<file path="config.mk">
export PLATFORM = sky130hd
export DESIGN_NAME = sss_sorter
export DESIGN_NICKNAME = d
export VERILOG_FILES = /design/src/sss_pkg.sv /design/src/sss_sorter.sv
export SDC_FILE = /design/constraint.sdc
export NUM_CORES = 1
export LEC_CHECK = 0
export ABC_CLOCK_PERIOD_IN_PS = 10260
export BUFFER_PORTS_ARGS = -buffer_cell sky130_fd_sc_hd__buf_4
export CORE_AREA = 3 3 134 162
export CTS_CLUSTER_SIZE = 16
export DETAILED_ROUTE_END_ITERATION = 8
export DIE_AREA = 0 0 137 165
export SLEW_MARGIN = 25
export SYNTH_ARGS = -nofsm -noshare
export SYNTH_HDL_FRONTEND = slang
export SYNTH_SLANG_ARGS = --single-unit
export TNS_END_PERCENT = 1
</file>
<file path="constraint.sdc">
create_clock -name aclk -period 10.26 [get_ports aclk]
set_input_delay 1.539 -clock aclk [delete_from_list [all_inputs] [get_ports aclk]]
set_output_delay 1.539 -clock aclk [all_outputs]
set_load 0.05 [all_outputs]
</file>
<file path="src/sss_pkg.sv">
// ----------------------------------------------------------------------------
// sss_pkg
// Shared types, state encodings and the Sedgwick gap table of the sort engine.
// ----------------------------------------------------------------------------
package sss_pkg;

    localparam int GAP_COUNT = 12;   // gaps 1 .. 16001 cover n/2 up to 32768
    localparam int GAP_IDX_W = 4;
    localparam int GAP_W     = 17;
    localparam int DATA_W    = 32;

    // request operation codes
    localparam logic OP_LOAD = 1'b0;
    localparam logic OP_READ = 1'b1;

    typedef enum logic [1:0] {
        TOP_IDLE,
        TOP_READ,
        TOP_SORT
    } top_state_t;

    typedef enum logic [2:0] {
        SRT_IDLE,
        SRT_INIT,
        SRT_PASS,
        SRT_WT_T,
        SRT_CMP,
        SRT_WR
    } sort_state_t;

    typedef struct packed {
        logic busy;
        logic done;
    } sss_stat_t;

    // Sedgwick gaps, index 0 upwards
    function automatic logic [GAP_W-1:0] sss_gap(input logic [GAP_IDX_W-1:0] idx);
        case (idx)
            4'd0:    sss_gap = 17'd1;
            4'd1:    sss_gap = 17'd5;
            4'd2:    sss_gap = 17'd19;
            4'd3:    sss_gap = 17'd41;
            4'd4:    sss_gap = 17'd109;
            4'd5:    sss_gap = 17'd209;
            4'd6:    sss_gap = 17'd505;
            4'd7:    sss_gap = 17'd929;
            4'd8:    sss_gap = 17'd2161;
            4'd9:    sss_gap = 17'd3905;
            4'd10:   sss_gap = 17'd8929;
            4'd11:   sss_gap = 17'd16001;
            default: sss_gap = 17'd36289;
        endcase
    endfunction

endpackage

</file>
<file path="src/sss_sorter.sv">
// ----------------------------------------------------------------------------
// sss_sorter
// Gapped insertion sequencer: walks the store once per gap, largest first.
// ----------------------------------------------------------------------------
module sss_sorter #(
    parameter int MAX_ELEMENTS = 1024,
    localparam int CNT_W  = $clog2(MAX_ELEMENTS + 1),
    localparam int ADDR_W = (MAX_ELEMENTS > 1) ? $clog2(MAX_ELEMENTS) : 1
) (
    input  logic                      aclk,
    input  logic                      aresetn,
    input  logic                      start,
    input  logic [CNT_W-1:0]          n_in,
    output sss_pkg::sss_stat_t        stat,
    output logic                      ram_we,
    output logic [ADDR_W-1:0]         ram_waddr,
    output logic [sss_pkg::DATA_W-1:0] ram_wdata,
    output logic                      ram_re,
    output logic [ADDR_W-1:0]         ram_raddr,
    input  logic [sss_pkg::DATA_W-1:0] ram_rdata
);
    import sss_pkg::*;

    sort_state_t state_reg, state_next;

    logic [CNT_W-1:0]        n_reg;
    logic [GAP_IDX_W-1:0]    k_reg;
    logic [CNT_W-1:0]        gap_reg;
    logic [CNT_W-1:0]        i_reg;
    logic [CNT_W-1:0]        j_reg;
    logic signed [DATA_W-1:0] t_reg;

    logic [GAP_IDX_W-1:0] top_cnt;
    logic [CNT_W-1:0]     gap_sel;
    logic [CNT_W-1:0]     j_dn;
    logic [CNT_W-1:0]     j_dn2;
    logic [CNT_W-1:0]     i_up;
    logic                 j_dn_ok;
    logic                 i_more;
    logic                 cmp_gt;
    logic                 last_pass;

    // number of gaps not above n/2
    always_comb begin
        top_cnt = '0;
        for (int g = 0; g < GAP_COUNT; g++) begin
            if (32'(sss_gap(GAP_IDX_W'(g))) <= 32'(n_reg >> 1)) begin
                top_cnt = top_cnt + 1'b1;
            end
        end
    end

    assign gap_sel   = CNT_W'(sss_gap(k_reg - 1'b1));
    assign j_dn      = j_reg - gap_reg;
    assign j_dn2     = j_dn - gap_reg;
    assign j_dn_ok   = (j_dn >= gap_reg);
    assign i_up      = i_reg + 1'b1;
    assign i_more    = (i_up < n_reg);
    assign cmp_gt    = ($signed(ram_rdata) > t_reg);
    assign last_pass = (k_reg == GAP_IDX_W'(1));

    // next state
    always_comb begin
        state_next = state_reg;
        case (state_reg)
            SRT_IDLE: begin
                if (start) state_next = SRT_INIT;
            end
            SRT_INIT: begin
                state_next = (n_reg < CNT_W'(2)) ? SRT_IDLE : SRT_PASS;
            end
            SRT_PASS: state_next = SRT_WT_T;
            SRT_WT_T: state_next = SRT_CMP;
            SRT_CMP: begin
                if (cmp_gt) begin
                    state_next = j_dn_ok ? SRT_CMP : SRT_WR;
                end else if (i_more) begin
                    state_next = SRT_WT_T;
                end else begin
                    state_next = last_pass ? SRT_IDLE : SRT_PASS;
                end
            end
            SRT_WR: begin
                if (i_more) begin
                    state_next = SRT_WT_T;
                end else begin
                    state_next = last_pass ? SRT_IDLE : SRT_PASS;
                end
            end
            default: state_next = SRT_IDLE;
        endcase
    end

    // outputs: memory accesses and status
    always_comb begin
        ram_we    = 1'b0;
        ram_waddr = j_reg[ADDR_W-1:0];
        ram_wdata = t_reg;
        ram_re    = 1'b0;
        ram_raddr = i_up[ADDR_W-1:0];
        case (state_reg)
            SRT_PASS: begin
                ram_re    = 1'b1;
                ram_raddr = gap_sel[ADDR_W-1:0];
            end
            SRT_WT_T: begin
                ram_re    = 1'b1;
                ram_raddr = ADDR_W'(i_reg - gap_reg);
            end
            SRT_CMP: begin
                ram_we    = 1'b1;
                ram_wdata = cmp_gt ? ram_rdata : t_reg;
                if (cmp_gt) begin
                    ram_re    = j_dn_ok;
                    ram_raddr = j_dn2[ADDR_W-1:0];
                end else begin
                    ram_re    = i_more;
                end
            end
            SRT_WR: begin
                ram_we = 1'b1;
                ram_re = i_more;
            end
            default: ;
        endcase
        stat.busy = (state_reg != SRT_IDLE);
        stat.done = (state_reg != SRT_IDLE) && (state_next == SRT_IDLE);
    end

    always_ff @(posedge aclk) begin
        if (!aresetn) begin
            state_reg <= SRT_IDLE;
        end else begin
            state_reg <= state_next;
        end
    end

    // datapath
    always_ff @(posedge aclk) begin
        case (state_reg)
            SRT_IDLE: begin
                if (start) n_reg <= n_in;
            end
            SRT_INIT: k_reg <= top_cnt;
            SRT_PASS: begin
                gap_reg <= gap_sel;
                i_reg   <= gap_sel;
            end
            SRT_WT_T: begin
                t_reg <= $signed(ram_rdata);
                j_reg <= i_reg;
            end
            SRT_CMP: begin
                if (cmp_gt) begin
                    j_reg <= j_dn;
                end else begin
                    i_reg <= i_up;
                    if (!i_more) k_reg <= k_reg - 1'b1;
                end
            end
            SRT_WR: begin
                i_reg <= i_up;
                if (!i_more) k_reg <= k_reg - 1'b1;
            end
            default: ;
        endcase
    end

endmodule

</file>
; Yosys cells after proc, flatten, opt, wreduce, memory -nomap -nowiden
; Memories as Yosys holds them, arrays and structs flattened.
; Index checks and enable logic that the tools add are counted.
[totals]
ff_bits = 83
mem_bits_ro = 224
in_bits = 46
output_inout_bits = 56
elab_cells = 94
mem_count = 1
[op_classes]
addsub = 16
n_lt_le_gt_ge = 16
n_eq_ne = 8
mux = 33
reduce_logical = 13
[memory_table]
columns = memory, words, width, rd, rd_ports_with_merged_regs, write_ports, line
row1 = (no name shown), 16, 14, 1, 0, 0, sss_pkg.sv:38  ; case (idx)
[op_table]
columns = cell, n
row1 = $mux W32, 2
row2 = $mux W4, 13
row3 = $add A4 B1 Y4 const B, 10
row4 = $pmux W11 S3, 1
row5 = $gt A32 B32 Y1, 1
row6 = $pmux W10 S3, 1
row7 = $le A14 B10 Y1 const A, 2
row8 = $le A12 B10 Y1 const A, 2
row9 = $mux W11, 2
row10 = $pmux W11 S2, 1
row11 = $sub A10 B10 Y10, 2
row12 = $pmux W3 S6, 1
row13 = $pmux W4 S3, 1
row14 = $add A11 B1 Y11 const B, 1
row15 = $ge A11 B11 Y1, 1
row16 = $lt A11 B11 Y1, 1
row17 = $lt A11 B2 Y1 const B, 1
row18 = $sub A11 B11 Y11, 1
row19 = $le A1 B10 Y1 const A, 1
row20 = $le A10 B10 Y1 const A, 1
row21 = $le A3 B10 Y1 const A, 1
row22 = $le A5 B10 Y1 const A, 1
row23 = $le A6 B10 Y1 const A, 1
row24 = $le A7 B10 Y1 const A, 1
row25 = 20 further kinds, 36

; Logic depth before layout (Yosys ltp)
[depth]
word_depth = 25
mapped_depth = 26
depth_no_buf = 26

; Worst setup path before layout
; OpenSTA, ideal clock, no wires.
[synth_timing]
path_type = in2out
from = input ram_rdata[17] (netlist name)
to = output ram_raddr[1]
arrival_ns = 4.680
t_required_ns = 8.721
path_slack_ns = 4.041
path_stages = 10
path_buffers = 1
cell_sequence = ha_1 -> a21o_1 -> a21o_1 -> a21oi_1 -> nor3_1 -> a2111oi_1 -> a21o_1 -> nor2_1 -> buf_2 -> a221oi_1
[synth_via]
elab_chain_len = 3
[synth_lines]
columns = element, line
row1 = start: declaration, sss_sorter.sv:20  ; input logic [sss_pkg::DATA_W-1:0] ram_rdata
row2 = $gt A32 B32 Y1, sss_sorter.sv:59  ; assign cmp_gt = ($signed(ram_rdata) > t_reg);
row3 = $mux W10, sss_sorter.sv:113  ; if (cmp_gt) begin
row4 = $pmux W10 S3, sss_sorter.sv:101  ; case (state_reg)
row5 = end: declaration, sss_sorter.sv:19  ; output logic [ADDR_W-1:0] ram_raddr,
; Every way passes these cells.

; Final worst setup path
[layout_timing]
from = input ram_rdata[31] (netlist name)
to = output ram_raddr[1]
; The elaborated chain is that of the path after synthesis.

==> impl_metrics.csv <==
group,metric,value,unit
place,port_buffers,101,
finish,final_nets,958,
finish,largest_reg_flops,32,
timing,hold_viol_final,0,
die,pin_count,102,
timing,slew_headroom,44.1,%
clock_network,clock_path_buffers,2,
global_routing,grt_max_degree,34,
route,dr_wl_met2,9.02,mm
place,hpwl,14.2,mm
power_and_ir_drop,seqPwrFrac,35.9,%
clock_network,clk_pin_slew_worst_paths,70,ps
die,coreArea,20300,um2
run_status,status,"complete, no violations",
timing,fin_setup_tns,0,ps
setup_path,max_stage_delay,650,ps
clock_network,cts_sinks,82,
power_and_ir_drop,p_sw,0.425,mW
yosys,synth_area,7050,um2
die,rows,57,
route,drtAntennaViolNets,0,
global_routing,antenna_found_initial,0,
finish,antenna_cells,0,
route,met1_length,7.70,mm
power_and_ir_drop,comb_power_share,35.2,%
yosys,synth_area_leaders,"edfxtp_1 34%, ha_1 15%, inv_1 5.4%, mux2_1 3.7%, xnor2_1 3.6%",
job,cap_violations,0,
setup_path,cp_cell_sequence,"buf_4 > ha_1 > nand4_1 > or2_1 > nor3_1 > a211oi_1 > o21ai_1 > nor2_4 > a221oi_1 > buf_4",
setup_path,cp-start-kind,"primary input",
setup_path,crit_arrival,4650,ps
yosys,async_flop_share,0,%
setup_path,crit_required,8720,ps
route,routed_via_density,5.16,
die,start_util,34.8,%
timing,period_minus_slack,6190,ps
route,wl_met3,758,um
clock_network,post-cts-setup-buffers,0,
finish,seq_area,2430,um2
yosys,seq_area_frac_synth,34.5,%
clock_network,cts_root_buf,"clkbuf_16",
min_path,hold_path_class,"flip-flop to flip-flop",
die,die-width,137,um
route,wl,17.9,mm
global_routing,grt_remaining_overflow,0,
timing,finalClockSkew,15.6,ps
die,die_area,22600,um2
setup_path,crit_fanout,13,
clock_network,cts_tree,"yes",
setup_path,cp_top_family,"compound AO/OA/AOI/OAI gates",
timing,fmax,0.162,GHz
timing,tightest_slew,828,ps
setup_path,worst_path_max_delay_cell,"o21ai_1",
yosys,syn-num-nets,865,
finish,mostFrequentLayoutCells,"105 x buf_4, 101 x inv_1, 85 x ha_1",
clock_network,cts_made_buffers,9,
setup_path,cp_common_cell,"buf_4",
route,wl_per_cell,16.3,um
global_routing,grt_use_total,16.1,%
clock_network,cts_hold_buf,0,
yosys,synth-seq-cells,82,
yosys,synth_top_cell_area_share,33.7,%
timing,slew_violations,0,
yosys,syn_inst,732,
yosys,synth_edf_count,79,
clock_network,htreeDepth,3,
route,dr.pass1.iters,4,
finish,multiInputGateArea,4100,um2
finish,final_common_cell,"buf_4",
yosys,synth-main-ff-cell,"edfxtp_1",
setup_path,cp-end-kind,"output port",
yosys,syn_avg_cell_area,9.63,um2
power_and_ir_drop,p_int,0.746,mW
yosys,synth_cell_types,71,
route,drc,0,
power_and_ir_drop,p_sw_share,36.3,%
setup_path,cp_num_buf_inv,2,
timing,rsz0062_at_grt,"false",
power_and_ir_drop,clkPwrFrac,28.8,%
route,routed.top_layer,"met4",
finish,drive_above_1_share,18.6,%
finish,fill_cells,2036,
route,drt_iter0_drc,336,
clock_network,cts_resized,0,
power_and_ir_drop,p_leak,3.69,nW
timing,period_share,60.3,%
route,vias,5645,
power_and_ir_drop,max-vdd-ir-drop,84.4,uV
finish,area_delta_synth_final,18.8,%
timing,setup_viol,0,
global_routing,grt_pass1_vias,5449,
die,die_h,165,um
global_routing,grt_first_pass_wirelength,28.3,mm
setup_path,crit_type,"primary input to output port",
clock_network,clk_latency,360,ps
place,routabilityCongestion,0.855,
power_and_ir_drop,power_density,140,nW/um2
yosys,yosys_warnings,0,
timing,worst_hold_slack,629,ps
yosys,synth.largest_area_cell,"edfxtp_1",
==> layer usage <==
metal  up-vias  track usage, %
met5         -               0
met4         0            6.31
met3        21            2.07
met2       124            27.6
met1      2633            20.5
li1       2867               -
==> per-stage QoR <==
stage	power (mW)	util (%)	instance area, um2	setup slack (ps)	instances
final	1.17	41.3	8370	4070	1095
after global routing	1.24	41.3	8370	3870	1095
after CTS	1.18	41.2	8340	3950	1094
after detailed placement	0.838	39.7	8050	3990	1078
after global placement	0.834	39.7	8040	3990	1077
after floorplan	0.718	-	7050	4040	732
==> worst reg2reg max path, stage by stage, from the launching register on <==
cell      delay [ps]
edfxtp_1         470
nor4_1           540
nand2_1          190
nor3_1           550
inv_1            100
ha_1             240
mux2i_1          290
inv_1             80
ha_1             300
inv_1             60
mux2i_4          180
ha_1             250
nand2b_1         170
o21a_4           150
ha_1             310
mux2i_2          200
inv_1             70
ha_1             300
nor2_1           140
a21oi_1           70
ha_1             200
nand2_1           70
xnor2_1          130
xnor2_1           80
nor2_1            80
a21oi_1           40
==> path summary, 6_finish.rpt <==
path / startpoint / depth (start not counted) / slack (ps) / end
setup / recovery: ram_rdata[31] / 10 / 4070 / ram_raddr[1]
hold / removal: i_reg[10] / 2 / 630 / j_reg[10]
hold reg to reg: i_reg[10] / 2 / 630 / j_reg[10]
setup reg to reg: n_reg[7] / 25 / 4720 / k_reg[2]
==> power by group through the flow <==
stage	sequential, mW	clock (mW)	combinational, mW
4_1_cts	0.420	0.347	0.414
5_1_grt	0.424	0.362	0.457
2_1_floorplan	0.418	0	0.300
3_3_place_gp	0.427	0	0.407
3_5_place_dp	0.428	0	0.410
6_report	0.421	0.338	0.412
==> cells by family after synthesis <==
kind of cell / count (synthesis) / share of synthesized area (%)
mux: 46 / 7.48
fa+ha+maj: 87 / 15.7
xor+xnor: 45 / 6.02
simple gates: 170 / 11.8
flops: 82 / 34.5
compound gates: 175 / 17.2
buf+inv: 127 / 7.37
==> synth_stat cells (16+ instances only) <==
cell	number
inv_1	101
ha_1	85
edfxtp_1	79
nand2_1	48
a21oi_1	45
nor2_1	38
o21ai_0	31
xnor2_1	29
mux2_1	23
a21o_1	22
nor3_1	19
mux2_2	17
nand4_1	16
==> area by class of cell <==
type,count,share of cell area (%)
flip-flops and latches,82,29.1
well taps,265,3.96
clock buffers,10,2.74
repair buffers,107,9.88
clock inverters,6,0.792
multi-input cells,523,49.0
inverters,102,4.57
(Power assumes the default switching activity.)
